`src/hw/rtl/slvo_pkg.sv`:
```
// shared types and constants for the smallest-last vertex ordering block
package slvo_pkg;

   localparam int RP_DEPTH = 257;
   localparam int NB_DEPTH = 4096;
   localparam int VX_DEPTH = 256;
   localparam int STK_DEPTH = VX_DEPTH * VX_DEPTH;

   localparam logic [8:0]  VCOUNT_MAX = 9'd256;
   localparam logic [12:0] NB_LIMIT   = 13'd4096;
   localparam logic [12:0] DEG_SAT    = 13'd255;

   localparam logic [1:0] REQ_ROW_PTR  = 2'd0;
   localparam logic [1:0] REQ_NEIGHBOR = 2'd1;
   localparam logic [1:0] REQ_START    = 2'd2;
   localparam logic [1:0] REQ_READ     = 2'd3;

   typedef enum logic [4:0] {
      ST_IDLE, ST_I_RP0, ST_I_RP1, ST_I_ROW, ST_I_CNT, ST_I_PUSH,
      ST_M_CNT0, ST_M_SEL, ST_Z_RD, ST_Z_PLACE, ST_S_RD, ST_S_CHK,
      ST_P_POP, ST_P_PLACE, ST_P_RP0, ST_P_RP1, ST_P_ROW,
      ST_N_RD, ST_N_CHK, ST_N_DEG, ST_N_POP, ST_N_SWAP, ST_N_PUSH
   } state_type;

   typedef enum logic [4:0] {
      OP_NONE, OP_IDLE, OP_RD_RP_U, OP_RD_RP_U1, OP_ROW, OP_INIT_RD_CNT,
      OP_INIT_PUSH, OP_RD_CNT0, OP_FINISH, OP_ZERO_BEGIN, OP_SEARCH_BEGIN,
      OP_ZERO_RD, OP_ZERO_CLR, OP_ZERO_PLACE, OP_SEARCH_RD, OP_SEARCH_NEXT,
      OP_TOP, OP_POP, OP_PLACE, OP_NB_RD, OP_NB_END, OP_NB_CHK, OP_NB_DEG,
      OP_NB_POP, OP_NB_SWAP, OP_NB_PUSH
   } op_type;

   typedef struct packed {
      op_type op;
   } cmd_type;

   typedef struct packed {
      logic u_end;
      logic pos_zero;
      logic cnt_nz;
      logic z_more;
      logic d_end;
      logic k_end;
      logic v_out;
      logic skip;
   } stat_type;

endpackage

```
`src/hw/rtl/slvo_ctrl.sv`:
```
// sequencer for load, read and the ordering walk
module slvo_ctrl (
   input  logic              clock,
   input  logic              reset,
   input  logic              start,
   input  logic [1:0]        req_type,
   input  slvo_pkg::stat_type stat,
   output slvo_pkg::cmd_type  cmd,
   output logic              busy
);
   import slvo_pkg::*;

   state_type state_ff, state_in;

   always_ff @(posedge clock) begin
      if (reset) begin
         state_ff <= ST_IDLE;
      end else begin
         state_ff <= state_in;
      end
   end

   always_comb begin
      state_in = state_ff;
      cmd.op = OP_NONE;
      case (state_ff)
         ST_IDLE: begin
            cmd.op = OP_IDLE;
            if (start && req_type == REQ_START) state_in = ST_I_RP0;
         end
         ST_I_RP0: begin
            if (stat.u_end) begin
               state_in = ST_M_CNT0;
            end else begin
               cmd.op = OP_RD_RP_U;
               state_in = ST_I_RP1;
            end
         end
         ST_I_RP1: begin
            cmd.op = OP_RD_RP_U1;
            state_in = ST_I_ROW;
         end
         ST_I_ROW: begin
            cmd.op = OP_ROW;
            state_in = ST_I_CNT;
         end
         ST_I_CNT: begin
            cmd.op = OP_INIT_RD_CNT;
            state_in = ST_I_PUSH;
         end
         ST_I_PUSH: begin
            cmd.op = OP_INIT_PUSH;
            state_in = ST_I_RP0;
         end
         ST_M_CNT0: begin
            if (stat.pos_zero) begin
               cmd.op = OP_FINISH;
               state_in = ST_IDLE;
            end else begin
               cmd.op = OP_RD_CNT0;
               state_in = ST_M_SEL;
            end
         end
         ST_M_SEL: begin
            if (stat.cnt_nz) begin
               cmd.op = OP_ZERO_BEGIN;
               state_in = ST_Z_RD;
            end else begin
               cmd.op = OP_SEARCH_BEGIN;
               state_in = ST_S_RD;
            end
         end
         ST_Z_RD: begin
            if (stat.z_more) begin
               cmd.op = OP_ZERO_RD;
               state_in = ST_Z_PLACE;
            end else begin
               cmd.op = OP_ZERO_CLR;
               state_in = ST_M_CNT0;
            end
         end
         ST_Z_PLACE: begin
            cmd.op = OP_ZERO_PLACE;
            state_in = ST_Z_RD;
         end
         ST_S_RD: begin
            if (stat.d_end) begin
               cmd.op = OP_FINISH;
               state_in = ST_IDLE;
            end else begin
               cmd.op = OP_SEARCH_RD;
               state_in = ST_S_CHK;
            end
         end
         ST_S_CHK: begin
            if (stat.cnt_nz) begin
               cmd.op = OP_TOP;
               state_in = ST_P_POP;
            end else begin
               cmd.op = OP_SEARCH_NEXT;
               state_in = ST_S_RD;
            end
         end
         ST_P_POP: begin
            cmd.op = OP_POP;
            state_in = ST_P_PLACE;
         end
         ST_P_PLACE: begin
            cmd.op = OP_PLACE;
            state_in = ST_P_RP0;
         end
         ST_P_RP0: begin
            cmd.op = OP_RD_RP_U;
            state_in = ST_P_RP1;
         end
         ST_P_RP1: begin
            cmd.op = OP_RD_RP_U1;
            state_in = ST_P_ROW;
         end
         ST_P_ROW: begin
            cmd.op = OP_ROW;
            state_in = ST_N_RD;
         end
         ST_N_RD: begin
            if (stat.k_end) begin
               cmd.op = OP_NB_END;
               state_in = ST_M_CNT0;
            end else begin
               cmd.op = OP_NB_RD;
               state_in = ST_N_CHK;
            end
         end
         ST_N_CHK: begin
            cmd.op = OP_NB_CHK;
            state_in = stat.v_out ? ST_N_RD : ST_N_DEG;
         end
         ST_N_DEG: begin
            if (stat.skip) begin
               state_in = ST_N_RD;
            end else begin
               cmd.op = OP_NB_DEG;
               state_in = ST_N_POP;
            end
         end
         ST_N_POP: begin
            cmd.op = OP_NB_POP;
            state_in = ST_N_SWAP;
         end
         ST_N_SWAP: begin
            cmd.op = OP_NB_SWAP;
            state_in = ST_N_PUSH;
         end
         ST_N_PUSH: begin
            cmd.op = OP_NB_PUSH;
            state_in = ST_N_RD;
         end
         default: begin
            state_in = ST_IDLE;
         end
      endcase
   end

   assign busy = (state_ff != ST_IDLE);

endmodule

```
`config.mk`:
```
export PLATFORM = sky130hd
export DESIGN_NAME = slvo_ctrl
export DESIGN_NICKNAME = d
export VERILOG_FILES = /design/src/hw/rtl/slvo_pkg.sv /design/src/hw/rtl/slvo_ctrl.sv
export SDC_FILE = /design/constraint.sdc
export NUM_CORES = 1
export LEC_CHECK = 0
export ABC_AREA = 1
export BUFFER_PORTS_ARGS = -buffer_cell sky130_fd_sc_hd__buf_2
export CORE_UTILIZATION = 49
export CTS_BUF_LIST = sky130_fd_sc_hd__clkbuf_8
export DETAILED_ROUTE_END_ITERATION = 10
export PLACE_DENSITY = 0.78
export SLEW_MARGIN = 5
export SYNTH_ARGS = -nofsm -noshare
export SYNTH_HDL_FRONTEND = slang
export SYNTH_SLANG_ARGS = --single-unit
```
`constraint.sdc`:
```
create_clock -name clock -period 1.35 [get_ports clock]
set_clock_uncertainty 0.1 [all_clocks]
set_input_delay 0.27 -clock clock [delete_from_list [all_inputs] [get_ports clock]]
set_output_delay 0.27 -clock clock [all_outputs]
set_load 0.05 [all_outputs]
```
==> results.sh, run 1 <==
export IMPL_ys_ff_latch=5
export IMPL_synth_edf_count=0
export IMPL_synth_nets=157
export IMPL_postCtsHoldBufs=0
export IMPL_firstError="[ERROR DPL-0038] Utilization greater than 100%, impossible to legalize"
export IMPL_synth_top_area_share_pct=14.9
export IMPL_cts_root_buf="clkbuf_8"
export IMPL_haltStage="clock tree synthesis (4_1_cts)"
export IMPL_syn_cell_area_um2=738
export IMPL_ys_flop_type="dfxtp_1"
export IMPL_num_rows=13
export IMPL_synth_area_leaders="nand3_1 (15%), nand2_1 (14%), nor2_1 (14%)"
export IMPL_routabilityCongestion=0.997
export IMPL_clock_sinks=5
export IMPL_synth_distinct_cells=20
export IMPL_ys_warn_count=0
export IMPL_pin_count=19
export IMPL_cts_max_path_buffers=2
export IMPL_syn_area_per_cell_um2=5.13
export IMPL_synthTopCellsByCount="nand2_1 (28), nor2_1 (27), nand3_1 (22), inv_1 (21), nor3_1 (7)"
export IMPL_die_w_um=40.8
export IMPL_cts_max_level=1
export IMPL_port_buffers=18
export IMPL_cts_buffers=3
export IMPL_preCtsSetupSlack_ns=-0.602
export IMPL_post_dp_hpwl_um=2560
export IMPL_synth_most_common_cell="nand2_1"
export IMPL_status="stopped before the end"
export IMPL_die_h_um=40.8
export IMPL_synthCells=144
export IMPL_yosysSeqAreaShare_pct=13.6
export IMPL_ys_async_sr_fraction_pct=0
export IMPL_initial_core_util_pct=54.7
export IMPL_cts_resized=65
export IMPL_cts_setup_buffers=10
export IMPL_yosys_area_top_type="nand3_1"
-- through the flow --
stage / utilization, % / instance area [um^2] / cells
after floorplan: - / 862 / 144
after global placement: 89.9 / 1210 / 209
after detailed placement: 89.9 / 1210 / 209
-- cell families after synthesis --
group	synth area share (%)
and+or+nand+nor	61.9
AOI/OAI and AO/OA	11.5
DFF	13.6
buffers and inverters	13.1
==> run 2: changes to the inputs <==
--- a/config.mk
+++ b/config.mk
@@ -7,10 +7,10 @@
 export LEC_CHECK = 0
 export ABC_AREA = 1
 export BUFFER_PORTS_ARGS = -buffer_cell sky130_fd_sc_hd__buf_2
-export CORE_UTILIZATION = 49
-export CTS_BUF_LIST = sky130_fd_sc_hd__clkbuf_8
+export CORE_AREA = 2 2 63 65
 export DETAILED_ROUTE_END_ITERATION = 10
-export PLACE_DENSITY = 0.78
+export DIE_AREA = 0 0 65 67
+export PLACE_DENSITY_LB_ADDON = 0.15
 export SLEW_MARGIN = 5
 export SYNTH_ARGS = -nofsm -noshare
 export SYNTH_HDL_FRONTEND = slang
==> constraint.sdc (replaced) <==
create_clock -name clock -period 1.75 [get_ports clock]
set_clock_uncertainty 0.1 [all_clocks]
set_input_delay 0.35 -clock clock [delete_from_list [all_inputs] [get_ports clock]]
set_output_delay 0.35 -clock clock [all_outputs]
set_load 0.05 [all_outputs]
==> run 2 against run 1 <==
The flow now finishes, with violations (negative setup slack). Synthesized cell count stayed put. Area after synthesis stayed put.
==> results.sh, run 2 <==
export IMPL_die_h_um=67
export IMPL_ant_nets=0
export IMPL_setup_viol=6
export IMPL_fill_cells=383
export IMPL_maxSlewHeadroom_pct=85.3
export IMPL_clock_sinks=5
export IMPL_vias_per_cell=4.68
export IMPL_rr_worst_depth=12
export IMPL_drt_first_iter_violations=27
export IMPL_final_cell_mix="buf_4 (40), nand2_1 (20), nor2_1 (20), nand3_1 (18), inv_1 (13)"
export IMPL_worst_ep_required_time_ns=1.30
export IMPL_synthAdderAreaFrac_pct=0
export IMPL_muxShareOfSynthArea_pct=0
export IMPL_synth_edf_count=0
export IMPL_synth_simple_area_share_pct=61.9
export IMPL_synth_distinct_cells=20
export IMPL_syn_area_per_cell_um2=5.13
export IMPL_max_vdd_ir_drop_mv=0.698
export IMPL_largest_register="state_ff"
export IMPL_dieArea_um2=4360
export IMPL_rr_startpoint="state_ff[0]"
export IMPL_postCtsHoldBufs=0
export IMPL_worst_slack_ns=-0.246
export IMPL_holdPathStages=2
export IMPL_worstReg2RegEnd="state_ff[2]"
export IMPL_synth_top_area_share_pct=14.9
export IMPL_rsz0062_at_grt="true"
export IMPL_cts_max_path_buffers=2
export IMPL_cp_arrival_ns=1.55
export IMPL_synth_nets=157
export IMPL_grt_usage_pct=15.9
export IMPL_cts_buffers=3
export IMPL_maxCapViolCount=0
export IMPL_synthTopCellsByCount="nand2_1 (28), nor2_1 (27), nand3_1 (22), inv_1 (21), nor3_1 (7)"
export IMPL_whs_ns=0.264
export IMPL_firstDrtPassIters=4
export IMPL_regArea_um2=116
export IMPL_failed_checks="negative setup slack"
export IMPL_ys_flop_type="dfxtp_1"
export IMPL_ys_ff_latch=5
export IMPL_reg_top3="state_ff (5)"
export IMPL_grt_remaining_overflow=0
export IMPL_routabilityCongestion=0.859
export IMPL_leakage_uw=0.000770
export IMPL_ys_warn_count=0
export IMPL_synth_top_family_by_area="simple AND/OR/NAND/NOR gates"
export IMPL_final_common_cell="buf_4"
export IMPL_hold_path_class="in -> reg"
export IMPL_final_layout_size_suffix_gt1_share_pct=54.6
export IMPL_yosysSeqAreaShare_pct=13.6
export IMPL_synth_compound_area_share_pct=11.5
export IMPL_dpl_cell_count=245
export IMPL_r2r_slack_ns=0.11
export IMPL_syn_cell_area_um2=738
export IMPL_worst_setup_path_type="reg -> out"
export IMPL_route_detailed_drc=0
export IMPL_num_rows=22
export IMPL_worst_pin_slew_ns=0.219
export IMPL_port_buffers=18
export IMPL_crit_path_max_fanout=7
export IMPL_finalHoldViolations=0
export IMPL_initial_core_util_pct=20.5
export IMPL_diodes=0
export IMPL_synth_most_common_cell="nand2_1"
export IMPL_ys_async_sr_fraction_pct=0
export IMPL_synthXorXnorAreaFrac_pct=0
export IMPL_cts_max_level=1
export IMPL_die_w_um=65
export IMPL_clk_pin_slew_worst_paths_ns=0.03
export IMPL_final_cell_count_no_fill=255
export IMPL_core_um2=3610
export IMPL_num_vias=1193
export IMPL_grt_pass1_vias=1148
export IMPL_grt_max_degree=9
export IMPL_multi_input_area_um2=721
export IMPL_post_dp_hpwl_um=2540
export IMPL_synth_area_leaders="nand3_1 (15%), nand2_1 (14%), nor2_1 (14%)"
export IMPL_worstHoldStart="reset"
export IMPL_pin_count=19
export IMPL_synthCells=144
export IMPL_fin_crit_sh_pct=114
export IMPL_syn_to_final_growth_pct=104
export IMPL_fmax_mhz=501
export IMPL_yosys_area_top_type="nand3_1"
export IMPL_cts_root_buf="clkbuf_8"
export IMPL_drv_slew=0
export IMPL_cts_tree="yes"
export IMPL_cp_end_kind="output pin"
export IMPL_largest_reg_flops=5
export IMPL_routed_wl_um=3230
export IMPL_layout_min_cycle_time_ns=2.00
export IMPL_antenna_found_initial=0
export IMPL_critPathLaunchType="flip-flop"
export IMPL_nets=221
export IMPL_holdPathEnd="state_ff[0]"
export IMPL_insertion_delay_ns=0.22
export IMPL_status="complete, but fails checks"
export IMPL_grt_pass1_wl_um=5290
export IMPL_avgRoutedWirePerCell_um=12.7
export IMPL_p_per_area_nw_per_um2=1230
[run 2: cell counts after synthesis]
No cell type changed its count.
[run 2: final cells by class]
type,count,area share (%)
multi-input combinational,114,47.9
tap,48,3.99
timing repair buffer,61,31.2
inverter,23,6.23
sequential,5,7.73
clock buffer,4,2.99
[run 2: metal layers]
layer | GRT usage [%] | vias to the layer above | wire [um]
met5 | 0 | - | 0
met3 | 3.72 | 2 | 134
met4 | 3.19 | 0 | 32
li1 | - | 603 | -
met2 | 29.3 | 29 | 1680
met1 | 18.8 | 559 | 1380
[run 2: repair_timing]
item | 4_1_cts | 5_1_grt
setup buffers | 7 | 1
gates cloned | 0 | 0
setup endpoints to repair | 6 | 8
resized for setup | 53 | 11
pin swaps | 9 | 6
[run 2: power breakdown]
group / switching [uW] / total, uW / internal [uW]
clock network: 53.8 / 210 / 156
registers: 72.9 / 227 / 154
logic: 806 / 1420 / 615
[run 2: cells by family (layout without fill, tap and decap cells)]
| group | count (synthesis) | count (layout) |
|---|---|---|
| flip-flops | 5 | 5 |
| AND/OR/NAND/NOR | 99 | 99 |
| AO/OA/AOI/OAI | 15 | 15 |
| buffers and inverters | 25 | 88 |
[run 2: critical path, stage by stage, from the launching register on]
cell and delay, ns:
dfxtp_2 0.37, inv_2 0.06, nor2_2 0.09, buf_6 0.15, nand3_2 0.10, buf_6 0.14, nor2_1 0.07, nor2_1 0.06
nand4_1 0.12, buf_6 0.17
[run 2: per-stage QoR]
stage | setup WS [ns] | instance area, um^2 | TNS, ns | total power [uW] | utilization, %
after floorplan | -0.229 | 807 | -0.369 | 863 | -
after detailed placement | -0.169 | 1220 | -0.811 | 1270 | 33.9
after global placement | -0.165 | 1220 | -0.762 | 1270 | 33.9
after CTS | -0.216 | 1450 | -1.08 | 1780 | 40.3
after global routing | -0.317 | 1510 | -1.73 | 1980 | 41.7
final | -0.246 | 1510 | -1.18 | 1860 | 41.7
[run 2: how the worst max path moves through the flow]
stage                     cells after the start  endpoint  slack (ns)   startpoint
after CTS                                     8    cmd[0]       -0.22  state_ff[0]
after detailed placement                      9    cmd[2]       -0.17  state_ff[0]
final                                         9    cmd[2]       -0.25  state_ff[0]
after global routing                          9    cmd[2]       -0.32  state_ff[0]
after floorplan                               6    cmd[3]       -0.23  state_ff[3]
after global placement                        9    cmd[2]       -0.16  state_ff[0]
Note: power is estimated with default switching activity, not from simulation.
